**src/rtl/core/sha256_pkg.sv**
```systemverilog
`timescale 1ns / 1ps
package sha256_pkg;

  localparam int unsigned BlockBytes = 64;
  localparam int unsigned Rounds = 64;
  localparam int unsigned CountWidth = 61;
  localparam logic [7:0] PadMark = 8'h80;
  localparam int unsigned QueueDepth = 4;

  typedef logic [31:0] word_t;

  // front to back request: one message byte or a finish
  typedef struct packed {
    logic       kind;
    logic [7:0] data_byte;
  } req_t;

  typedef struct packed {
    word_t      digest_word;
    logic [2:0] word_index;
    logic       last_word;
  } res_t;

  localparam word_t InitH [8] = '{
    32'h6a09e667, 32'hbb67ae85, 32'h3c6ef372, 32'ha54ff53a,
    32'h510e527f, 32'h9b05688c, 32'h1f83d9ab, 32'h5be0cd19
  };

  function automatic word_t round_k(input logic [5:0] t);
    word_t k [64];
    k = '{
      32'h428a2f98, 32'h71374491, 32'hb5c0fbcf, 32'he9b5dba5,
      32'h3956c25b, 32'h59f111f1, 32'h923f82a4, 32'hab1c5ed5,
      32'hd807aa98, 32'h12835b01, 32'h243185be, 32'h550c7dc3,
      32'h72be5d74, 32'h80deb1fe, 32'h9bdc06a7, 32'hc19bf174,
      32'he49b69c1, 32'hefbe4786, 32'h0fc19dc6, 32'h240ca1cc,
      32'h2de92c6f, 32'h4a7484aa, 32'h5cb0a9dc, 32'h76f988da,
      32'h983e5152, 32'ha831c66d, 32'hb00327c8, 32'hbf597fc7,
      32'hc6e00bf3, 32'hd5a79147, 32'h06ca6351, 32'h14292967,
      32'h27b70a85, 32'h2e1b2138, 32'h4d2c6dfc, 32'h53380d13,
      32'h650a7354, 32'h766a0abb, 32'h81c2c92e, 32'h92722c85,
      32'ha2bfe8a1, 32'ha81a664b, 32'hc24b8b70, 32'hc76c51a3,
      32'hd192e819, 32'hd6990624, 32'hf40e3585, 32'h106aa070,
      32'h19a4c116, 32'h1e376c08, 32'h2748774c, 32'h34b0bcb5,
      32'h391c0cb3, 32'h4ed8aa4a, 32'h5b9cca4f, 32'h682e6ff3,
      32'h748f82ee, 32'h78a5636f, 32'h84c87814, 32'h8cc70208,
      32'h90befffa, 32'ha4506ceb, 32'hbef9a3f7, 32'hc67178f2
    };
    return k[t];
  endfunction

  function automatic word_t rotr(input word_t x, input int unsigned n);
    return (x >> n) | (x << (32 - n));
  endfunction

endpackage

```
**src/rtl/core/sha256_if.sv**
```systemverilog
`timescale 1ns / 1ps
interface sha256_in_if;
  logic       valid;
  logic       ready;
  logic       kind;
  logic [7:0] data_byte;
  modport source (output valid, kind, data_byte, input ready);
  modport sink (input valid, kind, data_byte, output ready);
endinterface

interface sha256_out_if;
  logic        valid;
  logic        ready;
  logic [31:0] digest_word;
  logic [2:0]  word_index;
  logic        last_word;
  modport source (output valid, digest_word, word_index, last_word, input ready);
  modport sink (input valid, digest_word, word_index, last_word, output ready);
endinterface

```
**src/rtl/core/sha256_hasher.sv**
```systemverilog
`timescale 1ns / 1ps
// a byte is stored while idle; a byte that completes a block then runs the load, round and add states
// a finish pads to the block end, runs one or two compressions,
// then emits 8 digest words, one per cycle while the sink is ready
// throughput is set by the single round unit: one round per cycle, 64 rounds per block
// a 4-entry queue lets bytes arrive while a block compresses
// synchronous reset loads the initial hash values and clears the byte count
module sha256_hasher (
  input  logic      clk,
  input  logic      rst,
  sha256_in_if.sink    in_ch,
  sha256_out_if.source out_ch
);

  logic             req_valid;
  logic             req_ready;
  sha256_pkg::req_t req;

  sha256_front u_front (
    .clk       (clk),
    .rst       (rst),
    .in_ch     (in_ch),
    .req_valid (req_valid),
    .req       (req),
    .req_ready (req_ready)
  );

  sha256_back u_back (
    .clk       (clk),
    .rst       (rst),
    .req_valid (req_valid),
    .req       (req),
    .req_ready (req_ready),
    .out_ch    (out_ch)
  );

endmodule

```
**src/rtl/core/sha256_front.sv**
```systemverilog
`timescale 1ns / 1ps
module sha256_front (
  input  logic               clk,
  input  logic               rst,
  sha256_in_if.sink          in_ch,
  output logic               req_valid,
  output sha256_pkg::req_t   req,
  input  logic               req_ready
);

  localparam int unsigned AW = $clog2(sha256_pkg::QueueDepth);

  sha256_pkg::req_t q [sha256_pkg::QueueDepth];
  logic [AW-1:0] wr_ptr;
  logic [AW-1:0] rd_ptr;
  logic [AW:0]   fill;
  logic push;
  logic pop;

  assign in_ch.ready = (fill != (AW+1)'(sha256_pkg::QueueDepth));
  assign push = in_ch.valid && in_ch.ready;
  assign req_valid = (fill != '0);
  assign pop = req_valid && req_ready;
  assign req = q[rd_ptr];

  // classify and store incoming transactions
  always_ff @(posedge clk) begin
    if (push) begin
      q[wr_ptr].kind <= in_ch.kind;
      q[wr_ptr].data_byte <= in_ch.kind ? 8'h00 : in_ch.data_byte;
    end
  end

  // queue pointers
  always_ff @(posedge clk) begin
    if (rst) begin
      wr_ptr <= '0;
      rd_ptr <= '0;
      fill <= '0;
    end else begin
      if (push) wr_ptr <= wr_ptr + AW'(1);
      if (pop) rd_ptr <= rd_ptr + AW'(1);
      fill <= fill + (AW+1)'(push) - (AW+1)'(pop);
    end
  end

endmodule

```
**src/rtl/core/sha256_back.sv**
```systemverilog
`timescale 1ns / 1ps
module sha256_back (
  input  logic               clk,
  input  logic               rst,
  input  logic               req_valid,
  input  sha256_pkg::req_t   req,
  output logic               req_ready,
  sha256_out_if.source       out_ch
);

  localparam logic [2:0] S_IDLE  = 3'd0;
  localparam logic [2:0] S_PAD   = 3'd1;
  localparam logic [2:0] S_LOAD  = 3'd2;
  localparam logic [2:0] S_ROUND = 3'd3;
  localparam logic [2:0] S_ADD   = 3'd4;
  localparam logic [2:0] S_EMIT  = 3'd5;

  logic [2:0] state;
  // block buffer held as 16 big-endian words, written one byte lane at a time
  sha256_pkg::word_t blk [sha256_pkg::BlockBytes / 4];
  logic [sha256_pkg::CountWidth-1:0] byte_count;
  logic [5:0] pos;
  logic [5:0] rnd;
  logic [3:0] ld;
  logic finishing;
  logic last_block;
  logic [2:0] emit_idx;
  sha256_pkg::word_t h [8];
  sha256_pkg::word_t v [8];
  sha256_pkg::word_t w [16];
  sha256_pkg::word_t wt;
  sha256_pkg::word_t w_new;
  sha256_pkg::word_t t1;
  sha256_pkg::word_t t2;
  sha256_pkg::word_t s0;
  sha256_pkg::word_t s1;
  logic [63:0] bits;
  logic [7:0] pad_byte;

  assign req_ready = (state == S_IDLE);
  assign bits = {byte_count, 3'b000};

  // padding byte for the current fill position
  always_comb begin
    pad_byte = 8'h00;
    if (pos >= 6'd56 && last_block)
      pad_byte = bits[8'(63 - 8 * 32'(pos - 6'd56)) -: 8];
  end

  // message schedule and round function
  always_comb begin
    s0 = sha256_pkg::rotr(w[1], 7) ^ sha256_pkg::rotr(w[1], 18) ^ (w[1] >> 3);
    s1 = sha256_pkg::rotr(w[14], 17) ^ sha256_pkg::rotr(w[14], 19) ^ (w[14] >> 10);
    w_new = s1 + w[9] + s0 + w[0];
    wt = w[0];
    t1 = v[7] + (sha256_pkg::rotr(v[4], 6) ^ sha256_pkg::rotr(v[4], 11)
         ^ sha256_pkg::rotr(v[4], 25)) + ((v[4] & v[5]) ^ (~v[4] & v[6]))
         + sha256_pkg::round_k(rnd) + wt;
    t2 = (sha256_pkg::rotr(v[0], 2) ^ sha256_pkg::rotr(v[0], 13)
         ^ sha256_pkg::rotr(v[0], 22))
         + ((v[0] & v[1]) ^ (v[0] & v[2]) ^ (v[1] & v[2]));
  end

  // block buffer writes
  always_ff @(posedge clk) begin
    if (state == S_IDLE && req_valid) begin
      blk[pos[5:2]][{~pos[1:0], 3'b000} +: 8] <=
        req.kind ? sha256_pkg::PadMark : req.data_byte;
    end else if (state == S_PAD) begin
      blk[pos[5:2]][{~pos[1:0], 3'b000} +: 8] <= pad_byte;
    end
  end

  // schedule window and working variables
  always_ff @(posedge clk) begin
    if (state == S_LOAD) begin
      for (int i = 0; i < 15; i++) w[i] <= w[i+1];
      w[15] <= blk[ld];
      for (int i = 0; i < 8; i++) v[i] <= h[i];
    end else if (state == S_ROUND) begin
      for (int i = 0; i < 15; i++) w[i] <= w[i+1];
      w[15] <= w_new;
      v[7] <= v[6];
      v[6] <= v[5];
      v[5] <= v[4];
      v[4] <= v[3] + t1;
      v[3] <= v[2];
      v[2] <= v[1];
      v[1] <= v[0];
      v[0] <= t1 + t2;
    end
  end

  // control sequencer
  always_ff @(posedge clk) begin
    if (rst) begin
      state <= S_IDLE;
      byte_count <= '0;
      pos <= '0;
      rnd <= '0;
      ld <= '0;
      finishing <= 1'b0;
      last_block <= 1'b0;
      emit_idx <= '0;
      for (int i = 0; i < 8; i++) h[i] <= sha256_pkg::InitH[i];
    end else begin
      unique case (state)
        S_IDLE: begin
          if (req_valid) begin
            if (!req.kind) begin
              byte_count <= byte_count + 61'd1;
              pos <= pos + 6'd1;
              finishing <= 1'b0;
              if (pos == 6'd63) begin
                ld <= '0;
                state <= S_LOAD;
              end
            end else begin
              finishing <= 1'b1;
              last_block <= (pos < 6'd56);
              pos <= pos + 6'd1;
              state <= (pos == 6'd63) ? S_LOAD : S_PAD;
              ld <= '0;
            end
          end
        end
        S_PAD: begin
          pos <= pos + 6'd1;
          if (pos == 6'd63) begin
            ld <= '0;
            state <= S_LOAD;
          end
        end
        S_LOAD: begin
          ld <= ld + 4'd1;
          if (ld == 4'd15) begin
            rnd <= '0;
            state <= S_ROUND;
          end
        end
        S_ROUND: begin
          rnd <= rnd + 6'd1;
          if (rnd == 6'd63) state <= S_ADD;
        end
        S_ADD: begin
          for (int i = 0; i < 8; i++) h[i] <= h[i] + v[i];
          if (!finishing) state <= S_IDLE;
          else if (!last_block) begin
            last_block <= 1'b1;
            state <= S_PAD;
          end else begin
            emit_idx <= '0;
            state <= S_EMIT;
          end
        end
        S_EMIT: begin
          if (out_ch.ready) begin
            emit_idx <= emit_idx + 3'd1;
            if (emit_idx == 3'd7) begin
              for (int i = 0; i < 8; i++) h[i] <= sha256_pkg::InitH[i];
              byte_count <= '0;
              pos <= '0;
              finishing <= 1'b0;
              last_block <= 1'b0;
              state <= S_IDLE;
            end
          end
        end
        default: state <= S_IDLE;
      endcase
    end
  end

  assign out_ch.valid = (state == S_EMIT);
  assign out_ch.digest_word = h[emit_idx];
  assign out_ch.word_index = emit_idx;
  assign out_ch.last_word = (emit_idx == 3'd7);

endmodule
```
**src/flat_wrapper.sv**
```systemverilog
// flat-port wrapper written by rule: the top's interface ports become plain ports
module sha256_hasher_flat 
  (clk, rst, in_ch_valid, in_ch_kind, in_ch_data_byte, in_ch_ready, out_ch_valid, out_ch_digest_word, out_ch_word_index, out_ch_last_word, out_ch_ready);
  sha256_in_if in_ch_i ();
  sha256_out_if out_ch_i ();
  input  logic clk;
  input  logic rst;
  input wire logic [$bits(in_ch_i.valid)-1:0] in_ch_valid;
  input wire logic [$bits(in_ch_i.kind)-1:0] in_ch_kind;
  input wire logic [$bits(in_ch_i.data_byte)-1:0] in_ch_data_byte;
  output wire logic [$bits(in_ch_i.ready)-1:0] in_ch_ready;
  output wire logic [$bits(out_ch_i.valid)-1:0] out_ch_valid;
  output wire logic [$bits(out_ch_i.digest_word)-1:0] out_ch_digest_word;
  output wire logic [$bits(out_ch_i.word_index)-1:0] out_ch_word_index;
  output wire logic [$bits(out_ch_i.last_word)-1:0] out_ch_last_word;
  input wire logic [$bits(out_ch_i.ready)-1:0] out_ch_ready;
  assign in_ch_i.valid = in_ch_valid;
  assign in_ch_i.kind = in_ch_kind;
  assign in_ch_i.data_byte = in_ch_data_byte;
  assign in_ch_ready = in_ch_i.ready;
  assign out_ch_valid = out_ch_i.valid;
  assign out_ch_digest_word = out_ch_i.digest_word;
  assign out_ch_word_index = out_ch_i.word_index;
  assign out_ch_last_word = out_ch_i.last_word;
  assign out_ch_i.ready = out_ch_ready;
  sha256_hasher u_core (.clk(clk), .rst(rst), .in_ch(in_ch_i), .out_ch(out_ch_i));
endmodule
```
**config.mk**
```make
export PLATFORM = sky130hd
export DESIGN_NAME = sha256_hasher_flat
export DESIGN_NICKNAME = d
export VERILOG_FILES = /design/src/rtl/core/sha256_pkg.sv /design/src/rtl/core/sha256_if.sv /design/src/rtl/core/sha256_hasher.sv /design/src/rtl/core/sha256_front.sv /design/src/rtl/core/sha256_back.sv /design/src/flat_wrapper.sv
export SDC_FILE = /design/constraint.sdc
export NUM_CORES = 2
export LEC_CHECK = 0
export BUFFER_PORTS_ARGS = -buffer_cell sky130_fd_sc_hd__buf_4
export CAP_MARGIN = 20
export CORE_UTILIZATION = 40
export CTS_BUF_LIST = sky130_fd_sc_hd__clkbuf_4 sky130_fd_sc_hd__clkbuf_8
export CTS_CLUSTER_SIZE = 16
export DETAILED_ROUTE_END_ITERATION = 7
export PLACE_DENSITY_LB_ADDON = 0.12
export SKIP_LAST_GASP = 1
export SLEW_MARGIN = 15
export SYNTH_ARGS = -nofsm -noshare
export SYNTH_HDL_FRONTEND = slang
export SYNTH_SLANG_ARGS = --single-unit
```
**constraint.sdc**
```tcl
create_clock -name clk -period 109.4 [get_ports clk]
set_input_delay 27.35 -clock clk [delete_from_list [all_inputs] [get_ports clk]]
set_output_delay 27.35 -clock clk [all_outputs]
set_load 0.01 [all_outputs]
```
==> run metrics <==
r2r setup slk 99.41 ns; Worst Hold End u_core.u_back.w[1][206]$_DFFE_PP_; synth top area cells edfxtp_1 47%, mux4_2 6.0%, ha_1 5.6%; Initial DRT Pass Iterations 6; max_slew headroom 20.7%; Rows 175; Crit Reg-Reg Startpoint u_core.u_back.rnd[0]$_SDFFE_PP0P_; clk root buf clkbuf_8; area occupied by multi-input gates 40,800 sq um; H-tree levels 5; number of hold buffers added after CTS 0; RR Endpoint u_core.u_back.v[0][28]$_DFFE_PP_; Crit. End Element primary output; clock slew at reported path FFs 0.07 ns; Die W 481 microns; HPWL after DPL 202,000 microns; hold_sp u_core.u_back.w[1][238]$_DFFE_PP_; port buffer count 50; crit path max fanout 35; Clock Latency Late Sink 1.05 ns; core box area 228,000 sq um; first-pass GRT wire length 410,000 microns; largest net degree at the start of global routing 132; outcome finished, final reports clean; antenna violations before repair 5; die area 232,000 sq um; Slew Viols, Final 0; drt wl/cell 24.9 microns; most frequent cells in the layout 1,444 x edfxtp_1, 1,115 x nand2_1, 516 x inv_1; gr usage total 24.0%; R2R depth 31; Post-Syn Area per Cell 11.6 sq um; Post CTS Setup Buffer Count 0; Fin. Hold Viols 0; HP Class reg2reg; gr ovfl total 0; Area Overhead vs Synth 10.8%; Final setup viols 0; asr flop ratio synth 0%; layout cells sized above 1 12.5%; commonest non-fill, non-tap cell in the layout edfxtp_1; vias per inst 5.56; Cells after Synth 7,918; CTS Buffer Depth 4; PwrDens 13.8 nW/um^2; post-synthesis cell area 91,900 sq um; largest area contributor in the netlist edfxtp_1; Top Ports 51; most frequent CP cell buf_4; worst vdd ir 0.0000121 V; FF/Latch Area 48,000 sq um; Unique masters post-synth 88; critical path's largest stage delay 0.87 ns; Hold Path Cell Cnt 0; Period minus WS final 31.09 ns; post-synthesis sequential area ratio 52.2%; Clock Sink Count 1,673; Worst Skew 0.116 ns; nets 8,670; Die Span Y 481 microns; fin crit share 28.4%; slowest CP cell dfxtp_4; via count 62,800; Primary FF master, synth edfxtp_1; post-CTS sizing 0; RD Place Congestion 0.923; CP startpoint kind flip-flop; post-synth net total 8,536; number of synthesized register bits 1,673; Detail Route Antenna Nets 0; total power 1.40 mW; Layout fillers 21,100; Least-Margin Pin Slew 1.16 ns; initial drt markers 6,021; setup TNS 0 ns; vias in the first global route 60,200; max cap viols 0; Crit Path Class reg2out; worst path arrival time 3.74 ns; RSZ-0062 raised after global routing false; Post-synth EDFFs 1,444; Initial Util 40.3%; Max Clock Freq 32.2 MHz; Detailed Route WL 281,000 microns; Yosys top cell area share 47.2%; Leak 37.5 nW; drt drc 0; CP Cell Sequence buf_4, mux4_2, mux2_2, buf_4; CTS buffer count 317; CTS tree built; Critical Path RT 82.05 ns; Ys Warns 0
synth_stat cells, types with 30 or more instances:
cell and count:
a211oi_1 60, a21o_1 178, a21oi_1 478, a31oi_1 53
and2_1 30, and3_1 58, buf_1 53, clkbuf_1 302
dfxtp_1 229, edfxtp_1 1444, fa_1 196, ha_1 409
inv_1 517, mux2_2 62, mux2i_1 32, mux4_2 244
nand2_1 1117, nand2b_1 65, nand3_1 116, nand4_1 39
nor2_1 509, nor2b_1 74, nor3_1 100, o211ai_1 59
o21a_1 47, o21ai_0 401, o21bai_1 46, o31ai_1 37
or3_1 58, xnor2_1 310, xor2_1 283
routing by layer:
metal / part of all wire (%) / vias to the layer above / track usage (%)
li1: - / 28900 / -
met1: 46 / 31200 / 35.2
met2: 44 / 2175 / 36.0
met3: 6.9 / 424 / 4.56
met4: 2.5 / 2 / 6.40
met5: 0.0046 / - / 0
cell families (layout without fill, tap and decap cells):
kind of cell               after synthesis  in the layout  share of synthesized area [%]
AOI/OAI and AO/OA                     1554           1554                           10.5
xor gates and xnor gates               595            595                           5.70
adders and majority gates              609            609                           9.88
buffers and inverters                  879           1226                           3.62
DFF                                   1673           1673                           52.2
muxes                                  346            346                           7.31
other                                    0              6                              0
and+or+nand+nor                       2262           2262                           10.8
worst max path at each step:
stage | from | to | slack [ns] | depth (start not counted)
CTS | flip-flop | out_ch_digest_word[21] | 78.16 | 4
floorplan | u_core.u_back.state[1]$_SDFFE_PP0P_ | u_core.u_back.rnd[3]$_SDFFE_PP0P_ | 68.29 | 5
detailed placement | rst | u_core.u_back.h[3][31]$_SDFFCE_PP1P_ | 78.80 | 8
global route | flip-flop | out_ch_digest_word[21] | 78.02 | 4
finish | flip-flop | out_ch_digest_word[20] | 78.31 | 4
global placement | rst | u_core.u_back.h[3][31]$_SDFFCE_PP1P_ | 78.83 | 8
sequential cells by signal, summed over array words and instances (netlist names), 4 cells and up, named ones only:
register	cells
u_core.u_back.v	256
u_core.u_back.ld	4
u_core.u_back.rnd	6
u_core.u_back.pos	6
u_core.u_back.h	256
u_core.u_back.w	512
u_core.u_back.blk	512
u_core.u_front.q	36
u_core.u_back.byte_count	61
per-stage QoR:
stage / setup WS (ns) / instance area, sq um / hold slack [ns] / util, % / cells
2_1_floorplan: 68.29 / 91900 / 0.400 / - / 7918
3_3_place_gp: 78.83 / 95600 / 0.400 / 41.9 / 10700
3_5_place_dp: 78.80 / 95700 / 0.405 / 42.0 / 10700
4_1_cts: 78.16 / 102000 / 0.385 / 44.6 / 11300
5_1_grt: 78.02 / 102000 / 0.396 / 44.7 / 11300
6_report: 78.31 / 102000 / 0.393 / 44.7 / 11300
power by group:
group	switching, mW	internal (mW)	leakage [nW]
clock	0.267	0.329	3.17
sequential	0.00460	0.710	14.6
combinational	0.0638	0.0282	19.7
total	0.335	1.07	37.5
worst max-delay path, delay by kind of cell, from the launching register on:
| kind | cells | cell delay, ns |
|---|---|---|
| multiplexers | 2 | 0.95 |
| buffers and inverters | 2 | 0.79 |
| flip-flops | 1 | 0.87 |
layout make-up:
| class | instances | area share, % |
|---|---|---|
| Multi-Input combinational cell | 5366 | 40.0 |
| Antenna cell | 6 | 0.0147 |
| Clock buffer | 436 | 5.26 |
| Clock inverter | 96 | 0.607 |
| Sequential cell | 1673 | 47.1 |
| Tap cell | 3009 | 3.70 |
| Timing Repair Buffer | 175 | 1.39 |
| Inverter | 519 | 1.91 |
(Power assumes the default switching activity.)
